## src/gkst_pkg.sv

```systemverilog
// ----------------------------------------------------------------------------
// Grid spanning-tree package
// Types, command and status bundles and fixed field widths shared by the
// controller, the datapath and the top level.
// ----------------------------------------------------------------------------
package gkst_pkg;

  // Fixed field widths of the ports.
  localparam int unsigned CfgDataW = 7;
  localparam int unsigned CfgIdxW  = 1;
  localparam int unsigned EdgeW    = 13;
  localparam int unsigned CellOutW = 12;

  // Configuration register indexes.
  localparam logic [CfgIdxW-1:0] REG_GRID_WIDTH  = 1'd0;
  localparam logic [CfgIdxW-1:0] REG_GRID_HEIGHT = 1'd1;

  // Input action codes.
  localparam logic ACT_CLEAR = 1'b0;
  localparam logic ACT_EDGE  = 1'b1;

  // Reset values of the configuration registers.
  localparam logic [CfgDataW-1:0] GRID_DIM_RESET = 7'd16;

  // Controller states.
  typedef enum logic [3:0] {
    ST_INIT,
    ST_IDLE,
    ST_GEOM,
    ST_CHECK,
    ST_DIV,
    ST_PAIR,
    ST_RD_A,
    ST_RD_B,
    ST_CMP,
    ST_SCAN,
    ST_CLEAR,
    ST_RESP
  } gkst_state_e;

  // Commands from the controller to the datapath.
  typedef struct packed {
    logic accept;
    logic geom_load;
    logic clr_start;
    logic clr_step;
    logic set_inval;
    logic div_init;
    logic div_step;
    logic div_fin;
    logic pair;
    logic rd_a;
    logic rd_b;
    logic scan_start;
    logic scan_step;
    logic merge;
    logic out_load;
  } gkst_cmd_t;

  // Status from the datapath to the controller.
  typedef struct packed {
    logic action;
    logic clr_last;
    logic invalid;
    logic div_done;
    logic in_grid;
    logic labels_differ;
    logic scan_done;
    logic out_free;
  } gkst_stat_t;

endpackage

```

## src/gkst_ctrl.sv

```systemverilog
// ----------------------------------------------------------------------------
// Grid spanning-tree controller
// Sequences the label sweep, the edge decode, the two label reads, the
// relabelling scan and the hand-over of each result to the output register.
// ----------------------------------------------------------------------------
module gkst_ctrl (
  input  logic               clk_i,
  input  logic               rst_ni,
  input  logic               in_valid_i,
  output logic               in_ready_o,
  input  gkst_pkg::gkst_stat_t stat_i,
  output gkst_pkg::gkst_cmd_t  cmd_o
);
  import gkst_pkg::*;

  gkst_state_e state_q, state_d;

  // State register; reset starts with the label sweep.
  always_ff @(posedge clk_i or negedge rst_ni) begin
    if (!rst_ni) begin
      state_q <= ST_INIT;
    end else begin
      state_q <= state_d;
    end
  end

  // Next state and commands.
  always_comb begin
    state_d    = state_q;
    cmd_o      = '0;
    in_ready_o = 1'b0;
    case (state_q)
      ST_INIT: begin
        cmd_o.clr_step = 1'b1;
        if (stat_i.clr_last) begin
          state_d = ST_IDLE;
        end
      end
      ST_IDLE: begin
        in_ready_o = 1'b1;
        if (in_valid_i) begin
          cmd_o.accept = 1'b1;
          state_d      = ST_GEOM;
        end
      end
      ST_GEOM: begin
        cmd_o.geom_load = 1'b1;
        if (stat_i.action == ACT_CLEAR) begin
          cmd_o.clr_start = 1'b1;
          state_d         = ST_CLEAR;
        end else begin
          state_d = ST_CHECK;
        end
      end
      ST_CHECK: begin
        if (stat_i.invalid) begin
          cmd_o.set_inval = 1'b1;
          state_d         = ST_RESP;
        end else begin
          cmd_o.div_init = 1'b1;
          state_d        = ST_DIV;
        end
      end
      ST_DIV: begin
        if (stat_i.div_done) begin
          cmd_o.div_fin = 1'b1;
          state_d       = ST_PAIR;
        end else begin
          cmd_o.div_step = 1'b1;
        end
      end
      ST_PAIR: begin
        cmd_o.pair = 1'b1;
        state_d    = ST_RD_A;
      end
      ST_RD_A: begin
        if (stat_i.in_grid) begin
          cmd_o.rd_a = 1'b1;
          state_d    = ST_RD_B;
        end else begin
          state_d = ST_RESP;
        end
      end
      ST_RD_B: begin
        cmd_o.rd_b = 1'b1;
        state_d    = ST_CMP;
      end
      ST_CMP: begin
        if (stat_i.labels_differ) begin
          cmd_o.scan_start = 1'b1;
          state_d          = ST_SCAN;
        end else begin
          state_d = ST_RESP;
        end
      end
      ST_SCAN: begin
        if (stat_i.scan_done) begin
          cmd_o.merge = 1'b1;
          state_d     = ST_RESP;
        end else begin
          cmd_o.scan_step = 1'b1;
        end
      end
      ST_CLEAR: begin
        cmd_o.clr_step = 1'b1;
        if (stat_i.clr_last) begin
          state_d = ST_RESP;
        end
      end
      ST_RESP: begin
        if (stat_i.out_free) begin
          cmd_o.out_load = 1'b1;
          state_d        = ST_IDLE;
        end
      end
      default: begin
        state_d = ST_IDLE;
      end
    endcase
  end

endmodule

```

## config.mk

```make
export PLATFORM = sky130hd
export DESIGN_NAME = gkst_ctrl
export DESIGN_NICKNAME = d
export VERILOG_FILES = /design/src/gkst_pkg.sv /design/src/gkst_ctrl.sv
export SDC_FILE = /design/constraint.sdc
export NUM_CORES = 1
export LEC_CHECK = 0
export BUFFER_PORTS_ARGS = -buffer_cell sky130_fd_sc_hd__buf_4
export CORE_AREA = 2 2 39 41
export DETAILED_ROUTE_END_ITERATION = 6
export DIE_AREA = 0 0 41 43
export GPL_TIMING_DRIVEN = 0
export HOLD_SLACK_MARGIN = 0.08
export MAX_ROUTING_LAYER = met4
export PLACE_DENSITY = 0.79
export SLEW_MARGIN = 10
export SYNTH_ARGS = -nofsm -noshare
export SYNTH_HDL_FRONTEND = slang
export SYNTH_SLANG_ARGS = --single-unit
```

## constraint.sdc

```tcl
create_clock -name clk_i -period 1.9 [get_ports clk_i]
set_input_delay 0.095 -clock clk_i [delete_from_list [all_inputs] [get_ports clk_i]]
set_output_delay 0.095 -clock clk_i [all_outputs]
set_load 0.01 [all_outputs]
```

=== Word level (Yosys, flattened, before mapping) ===
Index checks and enable logic that the tools add are counted.

* Output and inout port bits: 16
* Input bits: 11
* Register bits: 4
* Word-level logic and storage cells: 55

* Reduce and logical (&&, ||, !) cells: 3
* Multiplexer cells: 34
* Equality and inequality tests: 17

{| class="wikitable"
|+ Operator list
! cell !! number
|-
| 4-bit case mux with 12 select lines || 1
|-
| 4-bit two-way mux || 9
|-
| 1-bit two-way mux || 19
|-
| 4-bit by 3-bit == test with 1-bit output (second input constant) || 4
|-
| 4-bit == test (second input constant) || 4
|-
| 2-bit inequality test (second input constant) || 6
|-
| 2-bit two-way mux || 5
|-
| 4-bit by 2-bit == test with 1-bit output (second input constant) || 2
|-
| 6-bit AND reduction || 1
|-
| 4-bit by 1-bit == test with 1-bit output (second input constant) || 1
|-
| 4-bit zero test || 1
|-
| 2-bit OR reduction || 1
|}

=== Depth between registers and ports, before layout ===
Gate-level depths: netlist of the first run.

* Word-level depth: 3
* Mapped depth: 6

=== Worst setup path after synthesis of the first run ===
No wires, ideal clock.

* Path type: flip-flop to flip-flop
* From: reg state_q[0]
* To: reg state_q[0]
* Arrival time: 1.321 ns
* Data required time: 1.778 ns
* Buffers on the path: 1
* Cell stages (with the launch flop): 6
* Setup slack: 0.457 ns
* Path through: dfrtp_1 > buf_6 > or4b_4 > a2bb2oi_1 > a21oi_1 > nor2_1

* Longest elaborated chain between the ends: 3
* Elaborated cells on any way between the ends: 20
* Classes of those cells: eq/ne (17); mux (1); reduce/logical (2)

{| class="wikitable"
|+ Ends and longest elaborated chain
! item !! line !! source
|-
| from (decl) || gkst_ctrl.sv:16 || <nowiki>gkst_state_e state_q, state_d;</nowiki>
|-
| from (signal assigned) || gkst_ctrl.sv:23 || <nowiki>state_q <= state_d;</nowiki>
|-
| 4-bit == test, or another cell as far along || gkst_ctrl.sv:32 || <nowiki>case (state_q)</nowiki>
|-
| 2-bit inequality test (no line) || n/a ||
|-
| 6-bit AND reduction (no line) || n/a ||
|}

Several ways; a longest one is shown, not always the timed one.
A chain may end at the register's enable or synchronous reset.

==> impl_metrics.tcl, run 1 <==
set metrics [dict create \
    hpwlAfterDp_microns 1124 \
    fin_worst_skew_ns 0.003187 \
    pwr_density_cell_mw_per_mm2 1357 \
    synth_area_per_cell_sq_um 6.864 \
    root_buffer "clkbuf_4" \
    clockBufferDepth 2 \
    ys_warn_count 0 \
    port_buffers 26 \
    layout_setup_ws_ns 0.1839 \
    final-hold-violation-count 0 \
    finalNetCount 115 \
    largest_register_ffs 4 \
    die_w_microns 41 \
    rsz0062_at_grt "no" \
    wl_per_cell_microns 12.12 \
    drtIter0Drc 23 \
    p_leak_nw 0.3644 \
    layout_commonest_cell "buf_4" \
    grt_pass1_wl_microns 2111 \
    crit_chain "clkbuf_1, buf_2, nand2_1, nor3_1, buf_4" \
    period_share 0.9032 \
    synth_top_area_frac 0.2025 \
    grt_overflow 0 \
    path_max_fanout 10 \
    post_cts_buffers 0 \
    irDropWorstVdd_mv 0.4632 \
    setup_viol 0 \
    maxCapViolations 0 \
    worstPathArrival_ns 1.62 \
    ys_seq_area_frac 0.2025 \
    r2r_slack_ns 0.35 \
    clkTransAtPathRegs_ns 0.04 \
    placed_cells 114 \
    grt_max_degree 11 \
    fmax_mhz 582.7 \
    grt_use_total 0.1686 \
    min_period_ns 1.716 \
    hold_path_class "in -> reg" \
    area_growth_pct 50.13 \
    ys_ff_latch 4 \
    rows 14 \
    via_per_inst 5.508 \
    end_kind "primary output" \
    io_pins 27 \
    drt.antenna.violating_nets 0 \
    pre_cts_slack_ns 0.3646 \
    die_h_microns 43 \
    totalWireLength_microns 1430 \
    slew_headroom 0.7515 \
    synth.distinct_cells 30 \
    synth_cells 72 \
    criticalPathCategory "reg -> out" \
    n_antenna_cell 0 \
    top_register "state_q" \
    grt_pass1_vias 511 \
    num_vias 650 \
    layout_common_cells "buf_4, nor2_1, nand2_1, nor3_1, inv_1" \
    max_stage_delay_ns 0.36 \
    netlist_area_sq_um 494.2 \
    clock_sinks 4 \
    tns_ns 0 \
    globalplace.congestion 0.8731 \
    grt_antenna_before_repair 0 \
    cts_buffers 3 \
    first_pass_iters 4 \
    cp.buffers_inverters 3 \
    start_util 0.3571 \
    insertion_delay_ns 0.23 \
    cts_tree "built" \
    yosys.area.top_type "dfrtp_1" \
    reg_top3 "state_q (4)" \
    route.detailed.drc 0 \
    htreeDepth 1 \
    core_region_area_sq_mm 0.001384 \
    startpoint_type "flop" \
    worst_pin_slew_ns 0.3728 \
    die-area_sq_mm 0.001763 \
    drive_gt1_frac 0.3431 \
    cp_slowest_cell "dfrtp_1" \
    drv_slew 0 \
    worst_hold_slack_ns 0.1891 \
    cp_top_family "buffers and inverters" \
    worstPathRequired_ns 1.80 \
    synth.area.top_cells "dfrtp_1, nor2_1, nor3_1, nor2b_1, nand2_1" \
    status "finished, final reports clean" \
    stdcell_count 118 \
    synth.net_count 83 \
]
per-stage QoR:
step	area (sq um)	power, mW	util
after global routing	742.0	1.093	0.5362
after CTS	742.0	1.006	0.5362
final	742.0	1.007	0.5362
after global placement	709.4	0.8895	0.5127
after detailed placement	709.4	0.9003	0.5127
after floorplan	494.2	0.6666	-
per-layer routing:
metal,global-route usage,part of all wire
met5,-,0
met4,0.02000,0
met3,0.01571,0.075
met2,0.2688,0.51
met1,0.2320,0.42
power by group:
part	internal [mW]	switching [mW]	total, mW
Sequential	0.127	0.0417	0.169
Combinational	0.316	0.424	0.740
Clock	0.0702	0.0284	0.0986
repair_timing:
action,4_1_cts,5_1_grt
hold buffers,1,0
endpoints found under the hold margin,4,0
gates resized for setup,0,0
worst min-delay path: cells and delay by family:
kind / cells / cell delay (ns)
buffers and inverters: 1 / 0.11
AO/OA/AOI/OAI: 1 / 0.06
AND/OR/NAND/NOR: 1 / 0.10
final cells by class:
| class | count | area, sq um |
|---|---|---|
| inverter | 5 | 18.77 |
| fill | 139 | 641.9 |
| sequential | 4 | 100.1 |
| tap | 16 | 20.02 |
| clock buffer | 3 | 22.52 |
| timing repair buffer | 27 | 205.2 |
| multi-input combinational | 57 | 341.6 |
| buffer | 6 | 33.78 |
cells by family after synthesis:
logic type | after synthesis | synth area share
buf+inv | 11 | 0.1063
compound gates | 15 | 0.2126
simple gates | 40 | 0.4380
flops | 4 | 0.2025
mux | 2 | 0.04051
worst paths after layout:
check	start	end	depth (start not counted)
worst max-delay path	state_q[2]	cmd_o[5]	5
worst max register to register	state_q[0]	state_q[0]	5
max in group asynchronous	rst_ni	state_q[0]	2
worst min register to register	state_q[3]	state_q[3]	2
worst min-delay path	stat_i[5]	state_q[2]	3
min in group asynchronous	rst_ni	state_q[1]	2
synthesized netlist by cell type:
| cell | number |
|---|---|
| clkbuf_1 | 2 |
| nor2b_1 | 4 |
| nor4_1 | 3 |
| nand2b_1 | 2 |
| o22ai_1 | 1 |
| nand2_1 | 6 |
| a211oi_1 | 2 |
| or3_1 | 1 |
| and3_1 | 2 |
| a311oi_1 | 1 |
| inv_1 | 5 |
| or2_2 | 1 |
| and2_1 | 1 |
| a2111o_1 | 1 |
| nand3b_1 | 1 |
| buf_2 | 3 |
| dfrtp_1 | 4 |
| or4b_4 | 1 |
| a21oi_1 | 3 |
| nand3_1 | 1 |
| a222oi_1 | 1 |
| nor4b_1 | 1 |
| o21ai_0 | 3 |
| nor3b_1 | 1 |
| buf_6 | 1 |
| a2bb2oi_1 | 1 |
| nor3_1 | 6 |
| a22oi_1 | 2 |
| nor2_1 | 9 |
| mux2i_1 | 2 |
(Power assumes the default switching activity.)
==> run 2: changes to the inputs <==
Settings changed: GPL_TIMING_DRIVEN 0 to not set.
Clock period 1.9 ns to 1.65 ns, I/O delays scaled along.
==> run 2 against run 1 <==
Die area is the same. Sequential power increased by 9%. Clock skew down 0.0024 ns. Sequential share of layout area barely moved. Routed wire length up 7.1%. Register-to-register slack worse by 0.15 ns. Worst hold slack lost 0.012 ns. Utilization decreased by 0.090 points. Clock power is 27% higher. Critical path depth did not move. Cell area is 0.17% lower. Critical endpoint is now cmd_o[3]. Largest power group unchanged.
==> impl_metrics.tcl, run 2 (synthesis results as in run 1) <==
set metrics [dict create \
    status "finished, final reports clean" \
    r2r_end "state_q[1]" \
    r2r_slack_ns 0.20 \
    via_per_inst 5.500 \
    grt_max_degree 18 \
    drive_gt1_frac 0.3600 \
    die_w_microns 41 \
    tns_ns 0 \
    cts_tree "built" \
    rsz0062_at_grt "no" \
    multi_input_area_sq_um 344.1 \
    min_period_ns 1.502 \
    startpoint_type "flop" \
    rows 14 \
    layout_commonest_cell "buf_4" \
    insertion_delay_ns 0.24 \
    clock_sinks 4 \
    top_register "state_q" \
    crit_cells 5 \
    drt.antenna.violating_nets 0 \
    crit_chain "buf_4, nor2_2, nand2_1, nor3_1, buf_4" \
    placed_cells 112 \
    layout_common_cells "buf_4, nor2_1, nand2_1, nor3_1, inv_1" \
    clkTransAtPathRegs_ns 0.04 \
    cp.buffers_inverters 2 \
    crit_path_start "state_q[2]" \
    totalWireLength_microns 1531 \
    layout_setup_ws_ns 0.1478 \
    die-area_sq_mm 0.001763 \
    irDropWorstVdd_mv 0.5330 \
    grt_pass1_vias 587 \
    hpwlAfterDp_microns 1180 \
    grt_overflow 0 \
    setup_viol 0 \
    first_pass_iters 4 \
    path_max_fanout 17 \
    largest_register_ffs 4 \
    fmax_mhz 665.7 \
    wl_per_cell_microns 13.20 \
    slew_headroom 0.7894 \
    maxCapViolations 0 \
    num_vias 638 \
    pre_cts_slack_ns 0.2443 \
    worstRegToRegCells 4 \
    cp_top_family "flip-flops" \
    globalplace.congestion 0.8597 \
    rr_startpoint "state_q[1]" \
    fillers 135 \
    io_pins 27 \
    drv_slew 0 \
    n_antenna_cell 0 \
    die_h_microns 43 \
    crit_top_cell "buf_4" \
    core_region_area_sq_mm 0.001384 \
    start_util 0.3571 \
    finalNetCount 113 \
    hold_path_class "in -> async" \
    cp_slowest_cell "dfrtp_1" \
    grt_use_total 0.1992 \
    grt_pass1_wl_microns 2359 \
    criticalPathCategory "reg -> out" \
    stdcell_count 116 \
    final-hold-violation-count 0 \
    fin_worst_skew_ns 0.0007651 \
    critical_path.endpoint "cmd_o[3]" \
    worstPathRequired_ns 1.57 \
    p_leak_nw 0.3633 \
    cts_buffers 3 \
    worst_pin_slew_ns 0.3152 \
    drtIter0Drc 16 \
    port_buffers 26 \
    seqCellArea_sq_um 100.1 \
    area_growth_pct 49.87 \
    end_kind "primary output" \
    clockBufferDepth 2 \
    max_stage_delay_ns 0.42 \
    htreeDepth 1 \
    period_share 0.9104 \
    grt_antenna_before_repair 0 \
    root_buffer "clkbuf_4" \
    pwr_density_cell_mw_per_mm2 1600 \
    route.detailed.drc 0 \
    worstPathArrival_ns 1.42 \
    reg_top3 "state_q (4)" \
]
-- run 2: worst min-delay path by stage --
stage	start	end	slack, ns
final	rst_ni	state_q[2]	0.18
after global routing	stat_i[5]	state_q[2]	0.18
after CTS	rst_ni	state_q[0]	0.17
after detailed placement	rst_ni	state_q[0]	-0.12
after global placement	rst_ni	state_q[2]	-0.12
after floorplan	rst_ni	state_q[0]	-0.21
-- run 2: per-stage QoR --
stage / total power [mW] / hold slack [ns] / instance area [sq um] / util
after floorplan: 0.7676 / -0.2131 / 494.2 / -
after global placement: 1.027 / -0.1185 / 705.7 / 0.5099
after detailed placement: 1.044 / -0.1161 / 705.7 / 0.5099
after CTS: 1.181 / 0.1745 / 738.2 / 0.5335
after global routing: 1.284 / 0.1806 / 740.7 / 0.5353
final: 1.185 / 0.1771 / 740.7 / 0.5353
-- run 2: routing by layer --
metal / GRT usage / share of wire / vias up
met5: - / 0 / -
met4: 0.06000 / 0.013 / 0
met3: 0.06806 / 0.080 / 2
met2: 0.3406 / 0.50 / 29
met1: 0.2013 / 0.41 / 287
li1: - / - / 320
-- run 2: what timing repair did --
| item | in CTS | in global routing |
|---|---|---|
| setup endpoints to repair | 0 | 1 |
| buffers inserted | 0 | 0 |
| hold buffers | 1 | 0 |
| gates resized for setup | 0 | 1 |
| hold endpoints to repair | 4 | 0 |
-- run 2: final cells by class --
| type | instances | area share |
|---|---|---|
| timing repair buffer | 31 | 0.3176 |
| inverter | 5 | 0.02534 |
| multi-input combinational | 57 | 0.4645 |
| sequential | 4 | 0.1351 |
| tap | 16 | 0.02703 |
| clock buffer | 3 | 0.03041 |
-- run 2: power by group --
group	internal, mW	switching, mW
logic	0.375	0.500
registers	0.146	0.0390
clock network	0.0815	0.0432
